--- src/rtl/core/assert_macros.svh ---
// Assertion helpers for the RTL; ffca_ctrl.sv includes them.
// Each macro expects a clock named clk and an active-low reset named rst_n
// in the module where it is used.
`ifndef ASSERT_MACROS_SVH
`define ASSERT_MACROS_SVH

// Same-cycle implication: whenever ante holds, cons must hold.
`define FFCA_ASSERT_IMP(lbl, ante, cons, msg) \
  lbl: assert property (@(posedge clk) disable iff (!rst_n) (ante) |-> (cons)) \
    else $error(msg);

// Next-cycle implication: whenever ante holds, cons must hold in the cycle after.
`define FFCA_ASSERT_NXT(lbl, ante, cons, msg) \
  lbl: assert property (@(posedge clk) disable iff (!rst_n) (ante) |=> (cons)) \
    else $error(msg);

`endif

--- src/rtl/core/ffca_pkg.sv ---
`default_nettype none

package ffca_pkg;

  // Field widths of the channels
  localparam int AMT_W      = 32;
  localparam int SLOT_IDX_W = 10;
  localparam int SLOT_W     = 11;
  localparam int CNT_W      = 11;

  // Default number of slots and reset value of the slot count register
  localparam int DEF_MAX_SLOTS = 1024;
  localparam logic [CNT_W-1:0] CNT_RESET = 11'd1024;

  // Request type codes
  localparam logic REQ_LOAD  = 1'b0;
  localparam logic REQ_ALLOC = 1'b1;

  // Result of the shared subtract/compare unit
  typedef struct packed {
    logic             ge;
    logic [AMT_W-1:0] diff;
    logic [AMT_W-1:0] maxv;
  } alu_res_t;

endpackage

`default_nettype wire

--- src/rtl/core/ffca_alu.sv ---
`default_nettype none

module ffca_alu (
  input  wire logic [ffca_pkg::AMT_W-1:0] a,
  input  wire logic [ffca_pkg::AMT_W-1:0] b,
  output ffca_pkg::alu_res_t               res
);

  logic [ffca_pkg::AMT_W:0] wide_diff;

  // One subtractor serves compare, max and subtract
  assign wide_diff = {1'b0, a} - {1'b0, b};
  assign res.ge    = ~wide_diff[ffca_pkg::AMT_W];
  assign res.diff  = wide_diff[ffca_pkg::AMT_W-1:0];
  assign res.maxv  = res.ge ? a : b;

endmodule

`default_nettype wire

--- config.mk ---
export PLATFORM = sky130hd
export DESIGN_NAME = ffca_alu
export DESIGN_NICKNAME = d
export VERILOG_FILES = /design/src/rtl/core/assert_macros.svh /design/src/rtl/core/ffca_pkg.sv /design/src/rtl/core/ffca_alu.sv
export SDC_FILE = /design/constraint.sdc
export NUM_CORES = 1
export LEC_CHECK = 0
export BUFFER_PORTS_ARGS = -buffer_cell sky130_fd_sc_hd__buf_4
export CORE_MARGIN = 2
export CORE_UTILIZATION = 40
export DETAILED_ROUTE_END_ITERATION = 12
export PLACE_DENSITY = 0.75
export SLEW_MARGIN = 0
export SYNTH_ARGS = -nofsm -noshare
export SYNTH_HDL_FRONTEND = slang
export SYNTH_SLANG_ARGS = --single-unit
--- constraint.sdc ---
create_clock -name vclk -period 6.6
set_input_delay 1.98 -clock vclk [all_inputs]
set_output_delay 1.98 -clock vclk [all_outputs]
set_load 0.01 [all_outputs]
==> flow_metrics.py, run 1 <==
metrics = {
    "sta": {
        "fin_ws_ns": -0.0324,
        "finalCriticalPeriod_ns": 6.63,
        "min_period_over_period_pct": 100,
        "rsz0062_at_grt": "true",
        "worst_pin_slew_ns": 0.520,
        "relSlewSlack_pct": 64.9,
        "final-setup-viol-count": 29,
        "max_freq_mhz": 151,
        "whs_ns": 4.26,
        "finalHoldViolations": 0,
        "drv_slew": 0,
    },
    "die": {
        "floorplan.initialDensity_pct": 41.9,
        "fp-row-count": 27,
        "io_pins": 129,
        "coreArea_mm2": 0.00554,
        "die_w_um": 80.2,
        "die_h_um": 80.2,
        "dieArea_mm2": 0.00643,
    },
    "place": {
        "dp.cells": 512,
        "routabilityCongestion": 0.834,
        "dp_hpwl_mm": 5.80,
        "io_buffers": 129,
    },
    "final_layout": {
        "regArea_um2": 0,
        "n_antenna_cell": 0,
        "stdcell_count": 520,
        "seq_cells": 0,
        "layout-drive-gt1-share_pct": 41.7,
        "area_growth_pct": 58.0,
        "nClkBuffers": 0,
        "nFillCells": 484,
        "nets": 547,
    },
    "pwr": {
        "ir_drop_uv": 76.1,
        "leakage_uw": 0.00192,
        "powerDensity_mw_per_mm2": 128,
    },
    "routing": {
        "ant_nets": 0,
        "first_pass_iters": 5,
        "vias": 2763,
        "drt_iter0_markers": 113,
        "wire_per_inst_um": 14.1,
        "via_per_inst": 5.31,
        "drt_wl_total_mm": 7.33,
        "drc": 0,
    },
    "synthesis": {
        "synth.distinct_cells": 46,
        "syn-num-nets": 411,
        "synthTopCellsByArea": "mux2_4 18%, ha_1 17%, xnor2_1 7.9%",
        "ys_warn_count": 0,
        "ys_seq_area_share_pct": 0,
        "synth_top_area_cell": "mux2_4",
        "syn_inst": 314,
        "syn-mean-instance-area_um2": 7.40,
        "netlist_top_cells_count": "42 x inv_1, 35 x a21oi_1, 32 x ha_1, 28 x mux2_4, 24 x nand2_1",
        "synth_top_area_share_pct": 18.1,
        "yosysMostFrequentCell": "inv_1",
        "netlist_area_mm2": 0.00232,
    },
    "grt": {
        "antenna_found_initial": 0,
        "grt_pass1_vias": 2800,
        "grt_max_degree": 19,
        "grt_use_total_pct": 21.2,
        "grt_pass1_wl_mm": 11.6,
        "grt_remaining_overflow": 0,
    },
    "clock_tree": {
        "hold_buffers": 0,
    },
    "setup_path": {
        "cp.arrival_ns": 4.65,
        "end_kind": "primary output",
        "startpoint_type": "input port",
        "crit_fanout": 7,
        "path_class": "in -> out",
        "crit_required_ns": 4.62,
    },
    "min_path": {
        "hp-class": "in -> out",
    },
    "flow_run": {
        "cap_violations": 0,
    },
    "outcome": {
        "status": "finished, violations left",
        "violations": "negative setup slack",
    },
}
-- kinds of logic after synthesis --
| kind of cell | count (synthesis) | synth area share, % |
|---|---|---|
| AO/OA/AOI/OAI | 99 | 27.7 |
| XOR/XNOR | 30 | 11.3 |
| adder cells (fa/ha/maj) | 33 | 18.1 |
| buffers and inverters | 53 | 9.54 |
| multiplexers | 32 | 20.0 |
| AND/OR/NAND/NOR | 67 | 13.4 |
-- power by group --
group          internal, uW  switching [uW]  leakage (uW)
clock                     0               0             0
combinational           256             215       0.00192
sequential                0               0             0
-- layout make-up --
cell class                 instances  area (um2)  area share, %
inverter                          42         160           4.37
multi-input combinational        261        2140           58.4
tap                               72        90.1           2.46
timing repair buffer             145        1280           34.8
-- critical path, stage by stage --
cell and delay [ns]:
buf_8 0.08, inv_4 0.03, ha_4 0.15, fa_2 0.34, and2b_1 0.23, o2111ai_2 0.12
a211o_1 0.29, o311a_1 0.33, o211a_4 0.26, a2bb2oi_4 0.22, clkbuf_16 0.21, mux2_4 0.30
buf_6 0.12
-- per-stage QoR --
stage / total power (uW) / setup TNS, ns / cell area (um2) / setup slack, ns / utilization, %
after detailed placement: 431 / -6.06 / 3410 / -0.196 / 61.6
after CTS: 460 / -0.873 / 3610 / -0.0460 / 65.2
after global routing: 509 / -3.49 / 3670 / -0.131 / 66.2
final: 470 / -0.548 / 3670 / -0.0324 / 66.2
after floorplan: 249 / 0 / 2320 / 0.0950 / -
after global placement: 426 / -4.37 / 3410 / -0.145 / 61.6
-- placed cells by master, fill, tap and decap left out, types with 3 or more instances in the layout --
cell,instances
xnor2_1,21
buf_6,32
o21ai_0,18
buf_4,108
nand4_1,7
a21oi_1,34
a31oi_1,5
mux2_2,3
ha_1,31
nand3_1,7
a21o_1,5
o211ai_1,3
nor2_1,18
xor2_1,9
o21bai_1,3
inv_1,41
a211oi_1,4
mux2_4,28
nand2_1,24
o21a_1,8
-- worst paths after layout --
path / startpoint / to / slack [ns] / depth (start not counted)
min: b[18] / res[18] / 4.26 / 3
max: a[0] / res[22] / -0.03 / 13
-- per-layer routing --
| layer | up-vias | track usage, % | wire, um |
|---|---|---|---|
| met5 | - | 0 | 0 |
| met4 | 0 | 0.508 | 18 |
| met3 | 2 | 2.58 | 506 |
| met2 | 95 | 41.8 | 3760 |
| met1 | 1265 | 25.4 | 3040 |
| li1 | 1401 | - | - |
-- what timing repair did --
item	CTS	global route
pin swaps	0	1
resized for setup	38	5
gates cloned	1	2
setup buffers	4	1
setup endpoints to repair	35	36
(Power assumes the default switching activity.)
==> run 2: changes to the inputs <==
--- a/config.mk
+++ b/config.mk
@@ -10,6 +10,7 @@
 export CORE_UTILIZATION = 40
 export DETAILED_ROUTE_END_ITERATION = 12
 export PLACE_DENSITY = 0.75
+export REMOVE_ABC_BUFFERS = 1
 export SLEW_MARGIN = 0
 export SYNTH_ARGS = -nofsm -noshare
 export SYNTH_HDL_FRONTEND = slang
==> constraint.sdc (replaced) <==
create_clock -name vclk -period 6.6
set_input_delay 1.98 -clock vclk [all_inputs]
set_output_delay 1.98 -clock vclk [all_outputs]
set_load 0.1 [all_outputs]
==> run 2 against run 1 <==
The flow still finishes with violations (negative setup slack); die area unchanged; worst setup slack worse by 0.12 ns; via count rose by 2.0%; cell area is 8.7% higher; sequential cell count is the same; non-clock buffer count up 3; first-iteration DRC count grew 24%; final cell count up 0.58%; clock-buffer cell count stayed put; global-route usage rose by 2.1 points; combinational power up 120%; largest cell class unchanged.
==> flow_metrics.py, run 2 (synthesized netlist as in run 1, its figures left out) <==
metrics = {
    "setup_path": {
        "crit_path_max_incr_delay_ns": 0.33,
        "crit_required_ns": 4.62,
        "startpoint_type": "input port",
        "worst-path-stages": 14,
        "path_class": "in -> out",
        "slowest_stage": "fa_2",
        "cp.arrival_ns": 4.78,
        "critPathLaunch": "a[0]",
        "crit_end": "res[3]",
        "crit_path_frequent_cell": "buf_12",
        "crit_fanout": 5,
        "critPathBufInv": 5,
        "path_cells": "buf_8 -> inv_4 -> ha_4 -> fa_2 -> and2b_1 -> o2111ai_2 -> a211o_1 -> o311a_1 -> o211a_4 -> a2bb2oi_4 -> buf_6 -> buf_12 -> mux2_4 -> buf_12",
        "crit_family": "compound AO/OA/AOI/OAI gates",
        "end_kind": "primary output",
    },
    "sta": {
        "relSlewSlack_pct": 61.6,
        "whs_ns": 4.35,
        "max_freq_mhz": 148,
        "finalHoldViolations": 0,
        "drv_slew": 0,
        "worst_pin_slew_ns": 0.568,
        "final-setup-viol-count": 32,
        "rsz0062_at_grt": "true",
        "fin_ws_ns": -0.157,
        "finalCriticalPeriod_ns": 6.76,
        "min_period_over_period_pct": 102,
    },
    "die": {
        "io_pins": 129,
        "die_h_um": 80.2,
        "dieArea_mm2": 0.00643,
        "fp-row-count": 27,
        "coreArea_mm2": 0.00554,
        "die_w_um": 80.2,
        "floorplan.initialDensity_pct": 41.9,
    },
    "grt": {
        "antenna_found_initial": 0,
        "grt_max_degree": 10,
        "grt_remaining_overflow": 0,
        "grt_pass1_vias": 2796,
        "grt_use_total_pct": 23.3,
        "grt_pass1_wl_mm": 12.6,
    },
    "pwr": {
        "seqPwrFrac_pct": 0,
        "powerDensity_mw_per_mm2": 255,
        "p_sw_share_pct": 69.3,
        "clkPwrFrac_pct": 0,
        "power_frac_comb_pct": 100.0,
        "leakage_uw": 0.00204,
        "internal-power_uw": 312,
        "p_switching_uw": 704,
        "ir_drop_uv": 136,
    },
    "place": {
        "routabilityCongestion": 0.904,
        "io_buffers": 129,
        "placed_area_mm2": 0.00346,
        "dp_hpwl_mm": 5.93,
    },
    "final_layout": {
        "layout-drive-gt1-share_pct": 43.0,
        "final_cell_area_mm2": 0.00399,
        "mostFrequentLayoutCell": "buf_4",
        "layout_common_cells": "104 x buf_4, 41 x inv_1, 34 x a21oi_1",
        "nClkBuffers": 0,
        "nets": 550,
        "seq_cells": 0,
        "area_growth_pct": 71.8,
        "n_antenna_cell": 0,
        "regArea_um2": 0,
    },
    "routing": {
        "first_pass_iters": 4,
        "wire_per_inst_um": 15.3,
        "vias": 2819,
        "ant_nets": 0,
        "drt_iter0_markers": 140,
        "drt_wl_total_mm": 8.03,
        "drc": 0,
        "via_per_inst": 5.39,
    },
    "min_path": {
        "hp-class": "in -> out",
    },
    "outcome": {
        "violations": "negative setup slack",
        "status": "finished, violations left",
    },
    "flow_run": {
        "cap_violations": 0,
    },
}
==> run 2: cell types whose count changed in the layout (fill, tap and decap cells not counted), moves of 2 or more <==
cell,before,now
buf_4,108,104
clkbuf_16,2,0
buf_6,32,11
buf_12,2,30
==> run 2: worst min path at each step <==
stage	from	end	cells past startpoint
after floorplan	b[10]	res[10]	1
after global placement	b[0]	res[32]	4
after detailed placement	b[0]	res[32]	4
after CTS	b[5]	res[5]	3
after global routing	b[30]	res[30]	3
final	b[5]	res[5]	3
==> run 2: per-layer routing <==
layer | vias up | track usage, % | routed length, um
li1 | 1405 | - | -
met1 | 1332 | 28.0 | 3330
met2 | 76 | 46.4 | 4340
met3 | 6 | 1.24 | 298
met4 | 0 | 2.03 | 58
met5 | - | 0 | 0
==> run 2: what timing repair did <==
action / in CTS / in global routing
setup buffers: 5 / 2
endpoints found under the setup margin: 36 / 36
pin swaps: 3 / 5
hold buffers: 0 / 0
gates cloned: 3 / 0
resized for setup: 112 / 6
==> run 2: layout make-up <==
type	instances	area (um2)
multi-input combinational	261	2170
tap	72	90.1
inverter	42	160
fill	430	1550
timing repair buffer	148	1570
==> run 2: power groups by stage <==
stage / clock (uW) / sequential (uW) / combinational [uW]
after floorplan: 0 / 0 / 721
after global placement: 0 / 0 / 908
after detailed placement: 0 / 0 / 914
after CTS: 0 / 0 / 1020
after global routing: 0 / 0 / 1050
final: 0 / 0 / 1020
==> run 2: through the flow <==
| step | setup slack (ns) | total power (uW) | util [%] | std cells | setup TNS [ns] |
|---|---|---|---|---|---|
| finish | -0.157 | 1020 | 72.0 | 523 | -2.63 |
| floorplan | -1.82 | 721 | - | 303 | -31.93 |
| detailed placement | -0.291 | 914 | 62.4 | 518 | -8.50 |
| global placement | -0.258 | 908 | 62.4 | 518 | -7.90 |
| global route | -0.227 | 1050 | 72.0 | 523 | -4.90 |
| CTS | -0.168 | 1020 | 72.9 | 526 | -4.87 |
==> run 2: tightest hold or removal path, stage by stage <==
cell    delay [ns]
buf_4         0.08
mux2_4        0.14
buf_12        0.16
