`config.mk`:
```
export PLATFORM = sky130hd
export DESIGN_NAME = ffca_ctrl_flat
export DESIGN_NICKNAME = d
export VERILOG_FILES = /design/src/rtl/core/ffca_pkg.sv /design/src/rtl/core/ffca_if.sv /design/src/rtl/core/ffca_ctrl.sv /design/src/flat_wrapper.sv
export VERILOG_INCLUDE_DIRS = /design/src /design/src/rtl/core
export SDC_FILE = /design/constraint.sdc
export NUM_CORES = 1
export LEC_CHECK = 0
export ABC_AREA = 1
export BUFFER_PORTS_ARGS = -buffer_cell sky130_fd_sc_hd__buf_2
export CELL_PAD_IN_SITES_DETAIL_PLACEMENT = 1
export CELL_PAD_IN_SITES_GLOBAL_PLACEMENT = 2
export CORE_MARGIN = 5
export CORE_UTILIZATION = 29
export DETAILED_ROUTE_END_ITERATION = 8
export GPL_TIMING_DRIVEN = 0
export PLACE_DENSITY_LB_ADDON = 0.1
export SLEW_MARGIN = 20
export SYNTH_ARGS = -nofsm -noshare
export SYNTH_HDL_FRONTEND = slang
export SYNTH_SLANG_ARGS = --single-unit
```
`constraint.sdc`:
```
create_clock -name clk -period 4.6 [get_ports clk]
set_clock_uncertainty 0.15 [all_clocks]
set_input_delay 0.23 -clock clk [delete_from_list [all_inputs] [get_ports clk]]
set_output_delay 0.23 -clock clk [all_outputs]
set_load 0.01 [all_outputs]
```
`src/rtl/core/assert_macros.svh`:
```
// Assertion helpers for the RTL; ffca_ctrl.sv includes them.
// Each macro expects a clock named clk and an active-low reset named rst_n
// in the module where it is used.
`ifndef ASSERT_MACROS_SVH
`define ASSERT_MACROS_SVH

// Same-cycle implication: whenever ante holds, cons must hold.
`define FFCA_ASSERT_IMP(lbl, ante, cons, msg) \
  lbl: assert property (@(posedge clk) disable iff (!rst_n) (ante) |-> (cons)) \
    else $error(msg);

// Next-cycle implication: whenever ante holds, cons must hold in the cycle after.
`define FFCA_ASSERT_NXT(lbl, ante, cons, msg) \
  lbl: assert property (@(posedge clk) disable iff (!rst_n) (ante) |=> (cons)) \
    else $error(msg);

`endif

```
`src/rtl/core/ffca_pkg.sv`:
```
`default_nettype none

package ffca_pkg;

  // Field widths of the channels
  localparam int AMT_W      = 32;
  localparam int SLOT_IDX_W = 10;
  localparam int SLOT_W     = 11;
  localparam int CNT_W      = 11;

  // Default number of slots and reset value of the slot count register
  localparam int DEF_MAX_SLOTS = 1024;
  localparam logic [CNT_W-1:0] CNT_RESET = 11'd1024;

  // Request type codes
  localparam logic REQ_LOAD  = 1'b0;
  localparam logic REQ_ALLOC = 1'b1;

  // Result of the shared subtract/compare unit
  typedef struct packed {
    logic             ge;
    logic [AMT_W-1:0] diff;
    logic [AMT_W-1:0] maxv;
  } alu_res_t;

endpackage

`default_nettype wire

```
`src/rtl/core/ffca_if.sv`:
```
`default_nettype none

// Input item channel
interface ffca_in_if;
  logic                             valid;
  logic                             ready;
  logic                             req_type;
  logic [ffca_pkg::SLOT_IDX_W-1:0]  slot_index;
  logic [ffca_pkg::AMT_W-1:0]       amount;

  modport source (output valid, output req_type, output slot_index, output amount,
                  input ready);
  modport sink   (input valid, input req_type, input slot_index, input amount,
                  output ready);
endinterface

// Result channel
interface ffca_out_if;
  logic                         valid;
  logic                         ready;
  logic [ffca_pkg::SLOT_W-1:0]  assigned_slot;

  modport source (output valid, output assigned_slot, input ready);
  modport sink   (input valid, input assigned_slot, output ready);
endinterface


`default_nettype wire

```
`src/rtl/core/ffca_ctrl.sv`:
```
`default_nettype none
`include "assert_macros.svh"

module ffca_ctrl #(
  parameter int MAX_SLOTS = ffca_pkg::DEF_MAX_SLOTS,
  parameter int NODE_W    = $clog2(MAX_SLOTS) + 1,
  parameter int CMP_W     = 11
) (
  input  wire logic                        clk,
  input  wire logic                        rst_n,
  ffca_in_if.sink                          in_ch,
  ffca_out_if.source                       out_ch,
  input  wire logic [CMP_W-1:0]            limit,
  output logic      [ffca_pkg::AMT_W-1:0]  alu_a,
  output logic      [ffca_pkg::AMT_W-1:0]  alu_b,
  input  wire ffca_pkg::alu_res_t          alu_res,
  output logic                             mem_we,
  output logic      [NODE_W-1:0]           mem_waddr,
  output logic      [ffca_pkg::AMT_W-1:0]  mem_wdata,
  output logic      [NODE_W-1:0]           mem_raddr,
  input  wire logic [ffca_pkg::AMT_W-1:0]  mem_rdata
);

  localparam int LOG_W = NODE_W - 1;
  localparam logic [NODE_W-1:0] ROOT_NODE = NODE_W'(1);
  localparam logic [NODE_W-1:0] ROOT_LEFT = NODE_W'(2);

  typedef enum logic [6:0] {
    ST_CLEAR  = 7'b0000001,
    ST_IDLE   = 7'b0000010,
    ST_ROOT   = 7'b0000100,
    ST_DOWN   = 7'b0001000,
    ST_LEAF   = 7'b0010000,
    ST_UP     = 7'b0100000,
    ST_FINISH = 7'b1000000
  } state_t;

  state_t                        state_r, state_nxt;
  logic [NODE_W-1:0]             cur_r, cur_nxt;
  logic [NODE_W-1:0]             clr_r, clr_nxt;
  logic [ffca_pkg::AMT_W-1:0]    val_r, val_nxt;
  logic [ffca_pkg::AMT_W-1:0]    amt_r, amt_nxt;
  logic                          is_req_r, is_req_nxt;
  logic [ffca_pkg::SLOT_W-1:0]   result_r, result_nxt;
  logic                          out_valid_r, out_valid_nxt;
  logic [ffca_pkg::SLOT_W-1:0]   out_slot_r, out_slot_nxt;

  logic                          in_xfer;
  logic [CMP_W-1:0]              in_slot_ext;
  logic [NODE_W-1:0]             in_leaf;
  logic [CMP_W-1:0]              cur_slot_ext;
  logic [NODE_W-1:0]             child;
  logic [NODE_W-1:0]             parent;

  assign in_ch.ready   = (state_r == ST_IDLE);
  assign in_xfer       = in_ch.valid && in_ch.ready;
  assign in_slot_ext   = CMP_W'(in_ch.slot_index);
  assign in_leaf       = {1'b1, in_slot_ext[LOG_W-1:0]};
  assign cur_slot_ext  = CMP_W'(cur_r[LOG_W-1:0]);
  assign child         = {cur_r[NODE_W-2:0], ~alu_res.ge};
  assign parent        = {1'b0, cur_r[NODE_W-1:1]};

  // Shared unit operands: node read back against amount or carried value
  assign alu_a = mem_rdata;
  assign alu_b = (state_r == ST_UP) ? val_r : amt_r;

  assign out_ch.valid         = out_valid_r;
  assign out_ch.assigned_slot = out_slot_r;

  // Sequencer: clear, descend, update leaf, climb back to the root
  always_comb begin
    state_nxt     = state_r;
    cur_nxt       = cur_r;
    clr_nxt       = clr_r;
    val_nxt       = val_r;
    amt_nxt       = amt_r;
    is_req_nxt    = is_req_r;
    result_nxt    = result_r;
    out_valid_nxt = out_valid_r;
    out_slot_nxt  = out_slot_r;
    mem_we        = 1'b0;
    mem_waddr     = cur_r;
    mem_wdata     = val_r;
    mem_raddr     = '0;

    // Drop the result once the sink takes the transfer
    if (out_ch.valid && out_ch.ready) begin
      out_valid_nxt = 1'b0;
    end

    case (state_r)
      ST_CLEAR: begin
        mem_we    = 1'b1;
        mem_waddr = clr_r;
        mem_wdata = '0;
        clr_nxt   = clr_r + NODE_W'(1);
        if (clr_r == '1) begin
          state_nxt = ST_IDLE;
        end
      end

      ST_IDLE: begin
        if (in_xfer) begin
          amt_nxt    = in_ch.amount;
          is_req_nxt = in_ch.req_type;
          if (in_ch.req_type == ffca_pkg::REQ_LOAD) begin
            // Write the leaf now and fetch its sibling
            if (in_slot_ext < limit) begin
              mem_we    = 1'b1;
              mem_waddr = in_leaf;
              mem_wdata = in_ch.amount;
              val_nxt   = in_ch.amount;
              cur_nxt   = in_leaf;
              mem_raddr = in_leaf ^ NODE_W'(1);
              state_nxt = ST_UP;
            end
          end else if (in_ch.amount == '0) begin
            result_nxt = '0;
            state_nxt  = ST_FINISH;
          end else begin
            mem_raddr = ROOT_NODE;
            state_nxt = ST_ROOT;
          end
        end
      end

      ST_ROOT: begin
        if (!alu_res.ge) begin
          result_nxt = '0;
          state_nxt  = ST_FINISH;
        end else begin
          cur_nxt   = ROOT_NODE;
          mem_raddr = ROOT_LEFT;
          state_nxt = ST_DOWN;
        end
      end

      ST_DOWN: begin
        // Take the left child if it fits, else the right one
        cur_nxt = child;
        if (child[NODE_W-1]) begin
          mem_raddr = child;
          state_nxt = ST_LEAF;
        end else begin
          mem_raddr = {child[NODE_W-2:0], 1'b0};
        end
      end

      ST_LEAF: begin
        if (cur_slot_ext >= limit) begin
          result_nxt = '0;
          state_nxt  = ST_FINISH;
        end else begin
          mem_we     = 1'b1;
          mem_waddr  = cur_r;
          mem_wdata  = alu_res.diff;
          val_nxt    = alu_res.diff;
          result_nxt = ffca_pkg::SLOT_W'(cur_slot_ext + CMP_W'(1));
          mem_raddr  = cur_r ^ NODE_W'(1);
          state_nxt  = ST_UP;
        end
      end

      ST_UP: begin
        // Parent takes the larger of carried value and sibling
        mem_we    = 1'b1;
        mem_waddr = parent;
        mem_wdata = alu_res.maxv;
        val_nxt   = alu_res.maxv;
        cur_nxt   = parent;
        if (parent == ROOT_NODE) begin
          state_nxt = is_req_r ? ST_FINISH : ST_IDLE;
        end else begin
          mem_raddr = parent ^ NODE_W'(1);
        end
      end

      ST_FINISH: begin
        // Hold until the output register is free
        if (!out_valid_r || out_ch.ready) begin
          out_valid_nxt = 1'b1;
          out_slot_nxt  = result_r;
          state_nxt     = ST_IDLE;
        end
      end

      default: begin
        state_nxt = ST_IDLE;
      end
    endcase
  end

  // Control registers
  always_ff @(posedge clk) begin
    if (!rst_n) begin
      state_r     <= ST_CLEAR;
      clr_r       <= '0;
      out_valid_r <= 1'b0;
    end else begin
      state_r     <= state_nxt;
      clr_r       <= clr_nxt;
      out_valid_r <= out_valid_nxt;
    end
  end

  // Datapath registers
  always_ff @(posedge clk) begin
    cur_r      <= cur_nxt;
    val_r      <= val_nxt;
    amt_r      <= amt_nxt;
    is_req_r   <= is_req_nxt;
    result_r   <= result_nxt;
    out_slot_r <= out_slot_nxt;
  end

  `FFCA_ASSERT_IMP(a_out_rise, $rose(out_valid_r), $past(state_r) == ST_FINISH, "stray result")
  `FFCA_ASSERT_IMP(a_rw_clash, mem_we && state_r != ST_CLEAR, mem_waddr != mem_raddr, "node clash")
  `FFCA_ASSERT_IMP(a_down_in, state_r == ST_DOWN, cur_r != '0 && !cur_r[NODE_W-1], "bad descent")
  `FFCA_ASSERT_NXT(a_clr_end, state_r == ST_CLEAR && clr_r == '1, state_r == ST_IDLE, "clear stuck")

endmodule

`default_nettype wire

```
`src/flat_wrapper.sv`:
```
// flat-port wrapper written by rule: the top's interface ports become plain ports
module ffca_ctrl_flat 
#(
  parameter int MAX_SLOTS = ffca_pkg::DEF_MAX_SLOTS,
  parameter int NODE_W    = $clog2(MAX_SLOTS) + 1,
  parameter int CMP_W     = 11
)
  (clk, rst_n, limit, alu_a, alu_b, alu_res, mem_we, mem_waddr, mem_wdata, mem_raddr, mem_rdata, in_ch_valid, in_ch_req_type, in_ch_slot_index, in_ch_amount, in_ch_ready, out_ch_valid, out_ch_assigned_slot, out_ch_ready);
  ffca_in_if in_ch_i ();
  ffca_out_if out_ch_i ();
  input  wire logic clk;
  input  wire logic rst_n;
  input  wire logic [CMP_W-1:0] limit;
  output logic      [ffca_pkg::AMT_W-1:0] alu_a;
  output logic      [ffca_pkg::AMT_W-1:0] alu_b;
  input  wire ffca_pkg::alu_res_t alu_res;
  output logic mem_we;
  output logic      [NODE_W-1:0] mem_waddr;
  output logic      [ffca_pkg::AMT_W-1:0] mem_wdata;
  output logic      [NODE_W-1:0] mem_raddr;
  input  wire logic [ffca_pkg::AMT_W-1:0] mem_rdata;
  input wire logic [$bits(in_ch_i.valid)-1:0] in_ch_valid;
  input wire logic [$bits(in_ch_i.req_type)-1:0] in_ch_req_type;
  input wire logic [$bits(in_ch_i.slot_index)-1:0] in_ch_slot_index;
  input wire logic [$bits(in_ch_i.amount)-1:0] in_ch_amount;
  output wire logic [$bits(in_ch_i.ready)-1:0] in_ch_ready;
  output wire logic [$bits(out_ch_i.valid)-1:0] out_ch_valid;
  output wire logic [$bits(out_ch_i.assigned_slot)-1:0] out_ch_assigned_slot;
  input wire logic [$bits(out_ch_i.ready)-1:0] out_ch_ready;
  assign in_ch_i.valid = in_ch_valid;
  assign in_ch_i.req_type = in_ch_req_type;
  assign in_ch_i.slot_index = in_ch_slot_index;
  assign in_ch_i.amount = in_ch_amount;
  assign in_ch_ready = in_ch_i.ready;
  assign out_ch_valid = out_ch_i.valid;
  assign out_ch_assigned_slot = out_ch_i.assigned_slot;
  assign out_ch_i.ready = out_ch_ready;
  ffca_ctrl #(.MAX_SLOTS(MAX_SLOTS), .NODE_W(NODE_W), .CMP_W(CMP_W)) u_core (.clk(clk), .rst_n(rst_n), .in_ch(in_ch_i), .out_ch(out_ch_i), .limit(limit), .alu_a(alu_a), .alu_b(alu_b), .alu_res(alu_res), .mem_we(mem_we), .mem_waddr(mem_waddr), .mem_wdata(mem_wdata), .mem_raddr(mem_raddr), .mem_rdata(mem_rdata));
endmodule
```
==> run metrics, run 1 <==
Cells after Synth around 1,200; P&R area growth vs syn 34.0%; syn_nets 1,376; Core Region 0.0285 mm2; Die Y 180 um; Period minus WS final 3.84 ns; Sequential Power Share between 30% and 40%; Lkg Pwr 5.64 nW; commonest register cell after synthesis edfxtp_1; WL/cell 19.1 um; FP Rows slightly above 60; worst skew pair latency 0.42 ns; IO buf count 254; Clk pwr share ~48%; synthesis-stage register bit count ~120; overall power 3.09 mW; unrepaired setup endpoints after global routing no; final period utilization 83.4%; Most common cell on crit path nand2_1; EDFF count, synth 98; top cells by area, synth edfxtp_1 (35%), nand2_1 (18%), nand3_1 (8.9%); GP Congestion 0.857; clk sinks ~120; total wire length around 36,000 um; P_sw 0.793 mW; Worst Setup Slack, final about 0.76 ns; highest clock rate 0.261 GHz; Post-DP HPWL 28,200 um; ys async rst share 0%; via count 9,297; final number of setup-violating endpoints 0; first-pass GRT wire length 56,200 um; Mean Syn Cell Area 6.96 um2; Vias/cell 4.86; Seq/Total Area, Yosys 39.8%; share of cells above drive strength 1 24.0%; crit path max fanout 10; startpoint types register; MaxCap Viol Count 0; Die Area ~0.032 mm2; I/O pin count about 290; final number of hold-violating endpoints 0; count of different cell masters after synthesis 43; area leader, netlist edfxtp_1; Clock Path Buffers 2; Inserted Clock Buffers 17; CP Capture Type output port; # DRC 0; Pwr Density roughly 280 mW/mm2; Logic pwr share approximately 14%; Peak VDD IR 0.161 mV; Die X 180 um; CTS tree done; initial DRC count 544; postcts setup bufs 0; Fin Setup TNS 0 ns; Synth top cells by count nand2_1 (393), nand3_1 (149), inv_1 (134); Reg clk slew, reported paths 0.06 ns; vias in the first global route between 9,000 and 10,000; crit path cell chain ha_1 > nand2_1 > inv_1 > nand2_1 > nand2_1 > nand2_1 > nand2_1 > inv_1 > nand2_1 > nand2_2 > buf_2 > nor2_1 > nor2_1 > nand3_1 > buf_2; worst slew pin tran 0.909 ns; largest net degree at the start of global routing 27; HP Class in -> reg; outcome finished clean; TritonRoute pass-1 iters 6; post-placement cell area 0.0102 mm2; antenna violations before repair 3; Yosys top cell area share 35.3%; fin nets 1,690; H-tree levels 4; max-slew violation count 0; area of the mapped netlist 0.00835 mm2; critical path's largest stage delay 0.54 ns; Slew headroom around two fifths; Worst Path Required 4.22 ns; pre-CTS setup slack about 1.2 ns; sw frac 25.7%; Antenna Violating Nets Remaining 0; slowest stage cell, crit path edfxtp_1; clock root buffer clkbuf_16; synth warn 0; Initial Util 29.2%; critical path arrival 3.46 ns; Design Area, Final 0.0112 mm2; most frequent cell after synthesis nand2_1; internal power 2.30 mW; total track usage 22.1%; gr ovfl total 0; Worst Setup Path Type reg -> out
## layer usage
layer  global-route usage, %  vias up  routed length, um
met5                       0        -                 21
met4                    5.58        4                648
met3                    4.02       38               2040
met2                    36.0      311              16700
met1                    30.4     4433              17100
li1                        -     4511                  -
## what timing repair did
action,4_1_cts,5_1_grt
resized for setup,0,0
hold buffers,38,0
endpoints found under the hold margin,37,0
## flip-flops by register name, summed over array words and instances, names as in the netlist
signal,count
u_core.val_r,32
u_core.out_ch.valid,1
u_core.result_r,11
u_core.clr_r,11
u_core.out_ch.assigned_slot,11
u_core.is_req_r,1
u_core.state_r,7
u_core.cur_r,11
u_core.amt_r,32
## power by group through the flow
stage               Combinational [mW]  Sequential [mW]  Clock (mW)
floorplan                        0.210             1.18           0
global placement                 0.404             1.19           0
detailed placement               0.409             1.19           0
CTS                              0.438             1.16        1.52
global route                     0.475             1.17        1.57
finish                           0.432             1.16        1.49
## critical path: cells and delay by family, from the launching register on
| family | cells | cell delay (ns) |
|---|---|---|
| adders and majority gates | 1 | 0.34 |
| DFF | 1 | 0.54 |
| buffers and inverters | 4 | 0.84 |
| and+or+nand+nor | 10 | 1.31 |
## worst paths after layout
kind | from | end | slack [ns] | cells after the start
worst min register to register | u_core.result_r[6]$_SDFFCE_PP0P_ | u_core.out_ch.assigned_slot[6]$_DFFE_PP_ | 0.26 | 0
worst max register to register | u_core.cur_r[5]$_DFFE_PP_ | u_core.val_r[31]$_DFFE_PP_ | 1.12 | 14
worst min-delay path | alu_res[32] | u_core.val_r[0]$_DFFE_PP_ | 0.02 | 5
worst max-delay path | u_core.cur_r[5]$_DFFE_PP_ | mem_wdata[3] | 0.76 | 15
## kinds of logic after synthesis
| group | Yosys count | share of synthesized area [%] |
|---|---|---|
| flip-flops | 117 | 39.8 |
| adder cells (fa/ha/maj) | 21 | 3.15 |
| buffers and inverters | 222 | 12.2 |
| AND/OR/NAND/NOR | 721 | 36.8 |
| AO/OA/AOI/OAI | 114 | 7.51 |
| XOR/XNOR | 4 | 0.420 |
| multiplexers | 1 | 0.120 |
## per-stage QoR
step / instances / util, % / hold slack [ns]
after floorplan: 1200 / - / 0.179
after CTS: 1911 / 39.2 / 0.0100
after detailed placement: 1841 / 35.6 / 0.256
after global routing: 1912 / 39.2 / 0.00554
after global placement: 1838 / 35.4 / 0.252
final: 1912 / 39.2 / 0.0190
## cells in the final DEF, fill, tap and decap left out, drive strengths merged, types with 2 or more instances in the layout
master and n:
nand2 397, buf 316, nand3 150, inv 143
nor2 134, edfxtp 98, o21ai 66, clkbuf 39
dlygate4sd3 38, a21oi 28, ha 21, dfxtp 19
nand4 15, nor3 10, nand3b 8, clkinv 6
a211oi 5, bufinv 5, o211ai 4, o221ai 4
xor2 4, nor4 3, and3 2, clkinvlp 2
## final cells by class
class | instances | area, um2
fillers | 3692 | 17400
inverters | 143 | 539
diodes | 1 | 2.50
flip-flops and latches | 117 | 3320
plain buffers | 79 | 478
clock inverters | 13 | 205
repair buffers | 295 | 1700
multi-input cells | 861 | 4020
well taps | 384 | 480
clock buffers | 19 | 433
No activity file was read; power rests on OpenSTA's default activity.
==> run 2: changes to the inputs <==
--- a/config.mk
+++ b/config.mk
@@ -11,7 +11,7 @@
 export CELL_PAD_IN_SITES_DETAIL_PLACEMENT = 1
 export CELL_PAD_IN_SITES_GLOBAL_PLACEMENT = 2
 export CORE_MARGIN = 5
-export CORE_UTILIZATION = 29
+export CORE_UTILIZATION = 24
 export DETAILED_ROUTE_END_ITERATION = 8
 export GPL_TIMING_DRIVEN = 0
 export PLACE_DENSITY_LB_ADDON = 0.1
==> constraint.sdc (replaced) <==
create_clock -name clk -period 3.5 [get_ports clk]
set_clock_uncertainty 0.15 [all_clocks]
set_input_delay 0.175 -clock clk [delete_from_list [all_inputs] [get_ports clk]]
set_output_delay 0.175 -clock clk [all_outputs]
set_load 0.01 [all_outputs]
==> run 2 against run 1 <==
Net effect: utilization is 4.6 points lower; critical path depth fell by 3; die area rose by 20%; via count rose by 1.4%; largest cell class unchanged; global-route usage down 2.1 points; first-iteration DRC count is 18% lower.
==> run metrics, run 2 (same netlist as run 1, synthesis figures left out) <==
outcome finished clean; Worst Path Required 3.17 ns; final number of setup-violating endpoints 0; post-placement cell area 0.0103 mm2; launch point of the critical path u_core.cur_r[5]$_DFFE_PP_; Initial Util around a quarter; clk sinks around 120; Clock Path Buffers 2; via count about 9,400; share of cells above drive strength 1 around a quarter; startpoint types register; most frequent cells in the layout nand2_1 (391), buf_2 (266), nand3_1 (149); overall power between 3 and 4 mW; TritonRoute pass-1 iters 5; Design Area, Final 0.0119 mm2; Final Util 34.5%; gr ovfl total 0; HP Class in -> reg; FP Rows 68; Reg2Reg Depth 14; Pwr Density 333 mW/mm2; CP endpoint mem_raddr[0]; Post-DP HPWL ~30,000 um; critical path arrival ~3.0 ns; CTS tree done; Inserted Clock Buffers 17; H-tree levels 4; final period utilization 93.6%; total track usage between 20% and 30%; Largest regs u_core.amt_r: 32 flops, u_core.val_r: 32 flops; Die Y 196 um; Antenna Violating Nets Remaining 0; P&R area growth vs syn 42.6%; worst skew pair latency 0.43 ns; Period minus WS final 3.28 ns; vias in the first global route 9,757; Peak VDD IR around 0.35 mV; highest clock rate between 0.3 and 0.4 GHz; final number of hold-violating endpoints 0; WHS around 0.022 ns; antenna violations before repair 1; Lkg Pwr 5.87 nW; WL/cell 19.3 um; MaxCap Viol Count 0; total wire length 39,600 um; Worst Setup Path Type reg -> out; crit path cell chain ha_1 > nand2_1 > nor2_2 > nand2_1 > nor2_1 > nor2_4 > nand3_4 > inv_2 > clkbuf_4 > nand2_1 > o2111ai_1 > buf_2; fin nets 1,753; worst slew pin tran 0.829 ns; FILL cells 4,394; Die Area 0.0386 mm2; crit path max fanout 10; Slew headroom 44.7%; IO buf count 254; initial DRC count approximately 450; critical path's largest stage delay around 0.46 ns; first-pass GRT wire length roughly 59,000 um; GP Congestion 0.828; max-slew violation count 0; unrepaired setup endpoints after global routing yes; CP Capture Type output port; Core Region 0.0345 mm2; R2R Path Start u_core.cur_r[2]$_DFFE_PP_; Reg-to-Reg End u_core.val_r[22]$_DFFE_PP_; Most common cell on crit path nand2_1; largest net degree at the start of global routing 27; leading cell type in the layout, fill and taps excluded nand2_1; # DRC 0; Vias/cell 4.60; slowest stage cell, crit path edfxtp_1; Reg clk slew, reported paths roughly 0.060 ns; Die X 196 um; R2R Setup Slk 0.27 ns; clock root buffer clkbuf_16; I/O pin count 287
[run 2: cell types whose count changed in the layout (fill, tap and decap cells not counted), moves of 2 or more]
cell,previous run,this run
clkinv_4,2,0
buf_2,270,266
clkinv_2,2,4
clkbuf_16,17,19
nor2_1,125,123
buf_4,34,46
bufinv_16,5,1
nand2_4,2,4
inv_4,1,3
dlygate4sd3_1,38,91
nor2_4,4,6
clkbuf_8,0,4
[run 2: stage by stage]
step	cells	worst slack, ns	setup TNS [ns]
floorplan	1200	0.895	0
detailed placement	1913	0.0832	0
CTS	2039	0.00236	0
finish	2047	0.222	0
global placement	1909	-0.842	-25.50
global route	2046	-0.0111	-0.0168
[run 2: worst min-delay path by stage]
stage / start / end / slack (ns) / depth (start not counted)
6_report: rst_n / u_core.state_r[6]$_SDFFE_PN0P_ / 0.02 / 3
5_1_grt: rst_n / u_core.state_r[6]$_SDFFE_PN0P_ / 0.03 / 3
4_1_cts: alu_res[34] / u_core.val_r[2]$_DFFE_PP_ / 0.003 / 5
3_5_place_dp: in_ch_amount[14] / u_core.amt_r[14]$_DFFE_PP_ / 0.22 / 1
3_3_place_gp: in_ch_amount[3] / u_core.amt_r[3]$_DFFE_PP_ / 0.22 / 1
2_1_floorplan: in_ch_amount[0] / u_core.amt_r[0]$_DFFE_PP_ / 0.12 / 0
[run 2: what timing repair did]
item | in CTS | in global routing
endpoints found under the setup margin | 50 | 57
hold buffers | 91 | 0
pin swaps | 0 | 1
gates resized for setup | 7 | 9
setup buffers | 3 | 6
hold endpoints to repair | 67 | 0
[run 2: worst max-delay path: cells and delay by family (launching register included)]
family	cells	cell delay, ns
buffers and inverters	3	0.71
AO/OA/AOI/OAI	1	0.19
adder cells (fa/ha/maj)	1	0.31
AND/OR/NAND/NOR	7	0.84
flip-flops	1	0.46
[run 2: power breakdown]
part	switching [mW]	internal (mW)	total [mW]
Combinational	0.351	0.262	0.613
Sequential	0.0125	1.52	1.53
Clock	0.686	1.13	1.82
Total	1.05	2.91	3.96
[run 2: area by class of cell]
type                    instances  area, um2  share of cell area (%)
diodes                          2       5.00                  0.0421
plain buffers                  79        489                    4.11
clock buffers                  25        538                    4.52
clock inverters                 7       62.6                   0.526
inverters                     143        543                    4.56
multi-input cells             861       4060                    34.1
flip-flops and latches        117       3320                    27.9
well taps                     455        569                    4.78
repair buffers                358       2320                    19.5
[run 2: metal layers]
metal  track usage, %  routed length, um
met1             28.6              19200
met4             4.24                475
met5                0                  0
met2             32.1              18000
met3             3.16               1950
==> run 3: changes to the inputs <==
--- a/config.mk
+++ b/config.mk
@@ -13,6 +13,7 @@
 export CORE_MARGIN = 5
 export CORE_UTILIZATION = 24
 export DETAILED_ROUTE_END_ITERATION = 8
+export GPL_ROUTABILITY_DRIVEN = 0
 export GPL_TIMING_DRIVEN = 0
 export PLACE_DENSITY_LB_ADDON = 0.1
 export SLEW_MARGIN = 20
==> constraint.sdc (replaced) <==
create_clock -name clk -period 2.65 [get_ports clk]
set_clock_uncertainty 0.15 [all_clocks]
set_input_delay 0.1325 -clock clk [delete_from_list [all_inputs] [get_ports clk]]
set_output_delay 0.1325 -clock clk [all_outputs]
set_load 0.01 [all_outputs]
==> run 3 against run 2 <==
Net effect: the flow now finishes with violations (negative setup slack); power up 37%; utilization rose by 6.4 points; cell area increased by 19%; via count up 5.5%; critical endpoint unchanged; sequential cell count unchanged; count of clock-buffer cells in the layout is the same; critical path type unchanged; non-clock buffer count increased by 79; largest power group unchanged; critical path depth rose by 3; clock power is 32% higher; global-route usage is 0.99 points higher.
==> run metrics, run 3 (same netlist as run 1, synthesis figures left out) <==
outcome finished, violations left; failing checks negative setup slack; launch point of the critical path u_core.cur_r[5]$_DFFE_PP_; FILL cells around 4,200; total wire length ~42,000 um; IO buf count 254; leading cell type in the layout, fill and taps excluded nand2_1; worst slew pin tran between 0.8 and 0.9 ns; final number of hold-violating endpoints 0; Inserted Clock Buffers 17; Die Y between 150 and 200 um; Lkg Pwr 6.94 nW; slowest stage cell, crit path edfxtp_1; gr ovfl total 0; TritonRoute pass-1 iters 4; Reg clk slew, reported paths 0.06 ns; Worst Path Required 2.37 ns; Largest regs u_core.amt_r: 32 flops, u_core.val_r: 32 flops; Most common cell on crit path nand2_1; HP Class in -> reg; crit path cell chain ha_4 > nand2_4 > inv_2 > nand2_1 > nand2_1 > nand2_1 > nand2_2 > clkinvlp_4 > nand3_4 > clkinv_8 > buf_12 > buf_12 > nand2_8 > o2111ai_4 > buf_6; R2R Path Start u_core.cur_r[5]$_DFFE_PP_; Pwr Density 384 mW/mm2; overall power 5.42 mW; Fin Setup TNS -9.83 ns; max-slew violation count 0; Die Area 0.0386 mm2; final period utilization 110%; sequential cell area 0.00333 mm2; initial DRC count about 470; H-tree levels 4; Vias/cell approximately 4.7; share of cells above drive strength 1 41.1%; pre-CTS setup slack -0.724 ns; WL/cell 19.9 um; number of diodes 0; first-pass GRT wire length around 62,000 um; Period minus WS final 2.93 ns; startpoint types register; CTS tree done; Clock Path Buffers 2; Die X around 200 um; most frequent cells in the layout nand2_1 (298), buf_2 (236), nand3_1 (128); Peak VDD IR 0.461 mV; total track usage between 20% and 30%; Initial Util around a quarter; P&R area growth vs syn 69.0%; crit path max fanout 7; clock root buffer clkbuf_16; I/O pin count 287; worst skew pair latency between 0.4 and 0.5 ns; Slew headroom 44.0%; Multi-input gate area a little over 0.005 mm2; Core Region 0.0345 mm2; highest clock rate 0.342 GHz; Post-DP HPWL 30,200 um; # DRC 0; FP Rows slightly below 70; CP Capture Type output port; antenna violations before repair 0; Worst Setup Path Type reg -> out; Antenna Violating Nets Remaining 0; largest net degree at the start of global routing 27; clk sinks 117; vias in the first global route 10,266; via count 9,941; unrepaired setup endpoints after global routing yes; critical path arrival 2.64 ns; fin nets 1,833; MaxCap Viol Count 0; final number of setup-violating endpoints 48; worst hold path startpoint alu_res[11]; Worst Setup Slack, final -0.277 ns; critical path's largest stage delay 0.50 ns
==> run 3: changes by cell type in the layout (fill, tap and decap cells not counted), moves of 38 or more <==
cell     previous run  this run
buf_4              46       108
buf_6               6        53
nand2_1           391       298
nand2_2             2        51
nand2_4             4        42
nor2_1            123        70
==> run 3: layout make-up <==
type | instances | area share (%)
Timing Repair Buffer | 439 | 23.2
Clock inverter | 7 | 0.443
Tap cell | 455 | 4.04
Inverter | 143 | 4.09
Timing Repair inverter | 1 | 0.0532
Sequential cell | 117 | 23.6
Buffer | 77 | 4.51
Clock buffer | 25 | 3.81
Multi-Input combinational cell | 861 | 36.3
==> run 3: final timing paths <==
kind | endpoint | slack (ns) | cells past startpoint
worst max-delay path | mem_raddr[0] | -0.28 | 15
worst min-delay path | u_core.val_r[11]$_DFFE_PP_ | 0.06 | 6
worst max register to register | u_core.val_r[7]$_DFFE_PP_ | -0.21 | 20
worst min register to register | u_core.out_ch.assigned_slot[0]$_DFFE_PP_ | 0.27 | 0
==> run 3: worst max-delay path: cells and delay by family (launching register included) <==
family                     cells  cell delay [ns]
and+or+nand+nor                7             0.47
DFF                            1             0.50
AOI/OAI and AO/OA              1             0.14
adders and majority gates      1             0.32
buffers and inverters          6             0.78
==> run 3: metal layers <==
layer | part of all wire [%] | track usage [%] | vias to the layer above
li1 | - | - | 4807
met2 | 47 | 34.1 | 280
met4 | 1.1 | 3.96 | 0
met1 | 47 | 30.0 | 4828
met3 | 4.4 | 3.20 | 26
met5 | 0 | 0 | -
==> run 3: per-stage QoR <==
step	std cells	area (um2)	hold WS, ns	util (%)
after floorplan	1200	8350	0.0814	-
after global placement	1909	10200	0.177	29.6
after detailed placement	1913	10300	0.182	29.8
after CTS	2107	13300	0.0321	38.5
after global routing	2125	14100	0.0472	40.9
final	2125	14100	0.0581	40.9
==> run 3: timing repair <==
| item | in CTS | in global routing |
|---|---|---|
| setup endpoints to repair | 143 | 107 |
| setup buffers | 82 | 27 |
| pin swaps | 53 | 72 |
| hold endpoints to repair | 69 | 0 |
| gates cloned | 3 | 1 |
| hold buffers | 80 | 0 |
| gates resized for setup | 255 | 197 |
==> run 3: power breakdown <==
part	switching (mW)	total, mW	leakage [nW]	internal, mW
clock network	0.915	2.41	0.304	1.50
logic	0.536	0.981	5.62	0.445
registers	0.0180	2.02	1.02	2.01
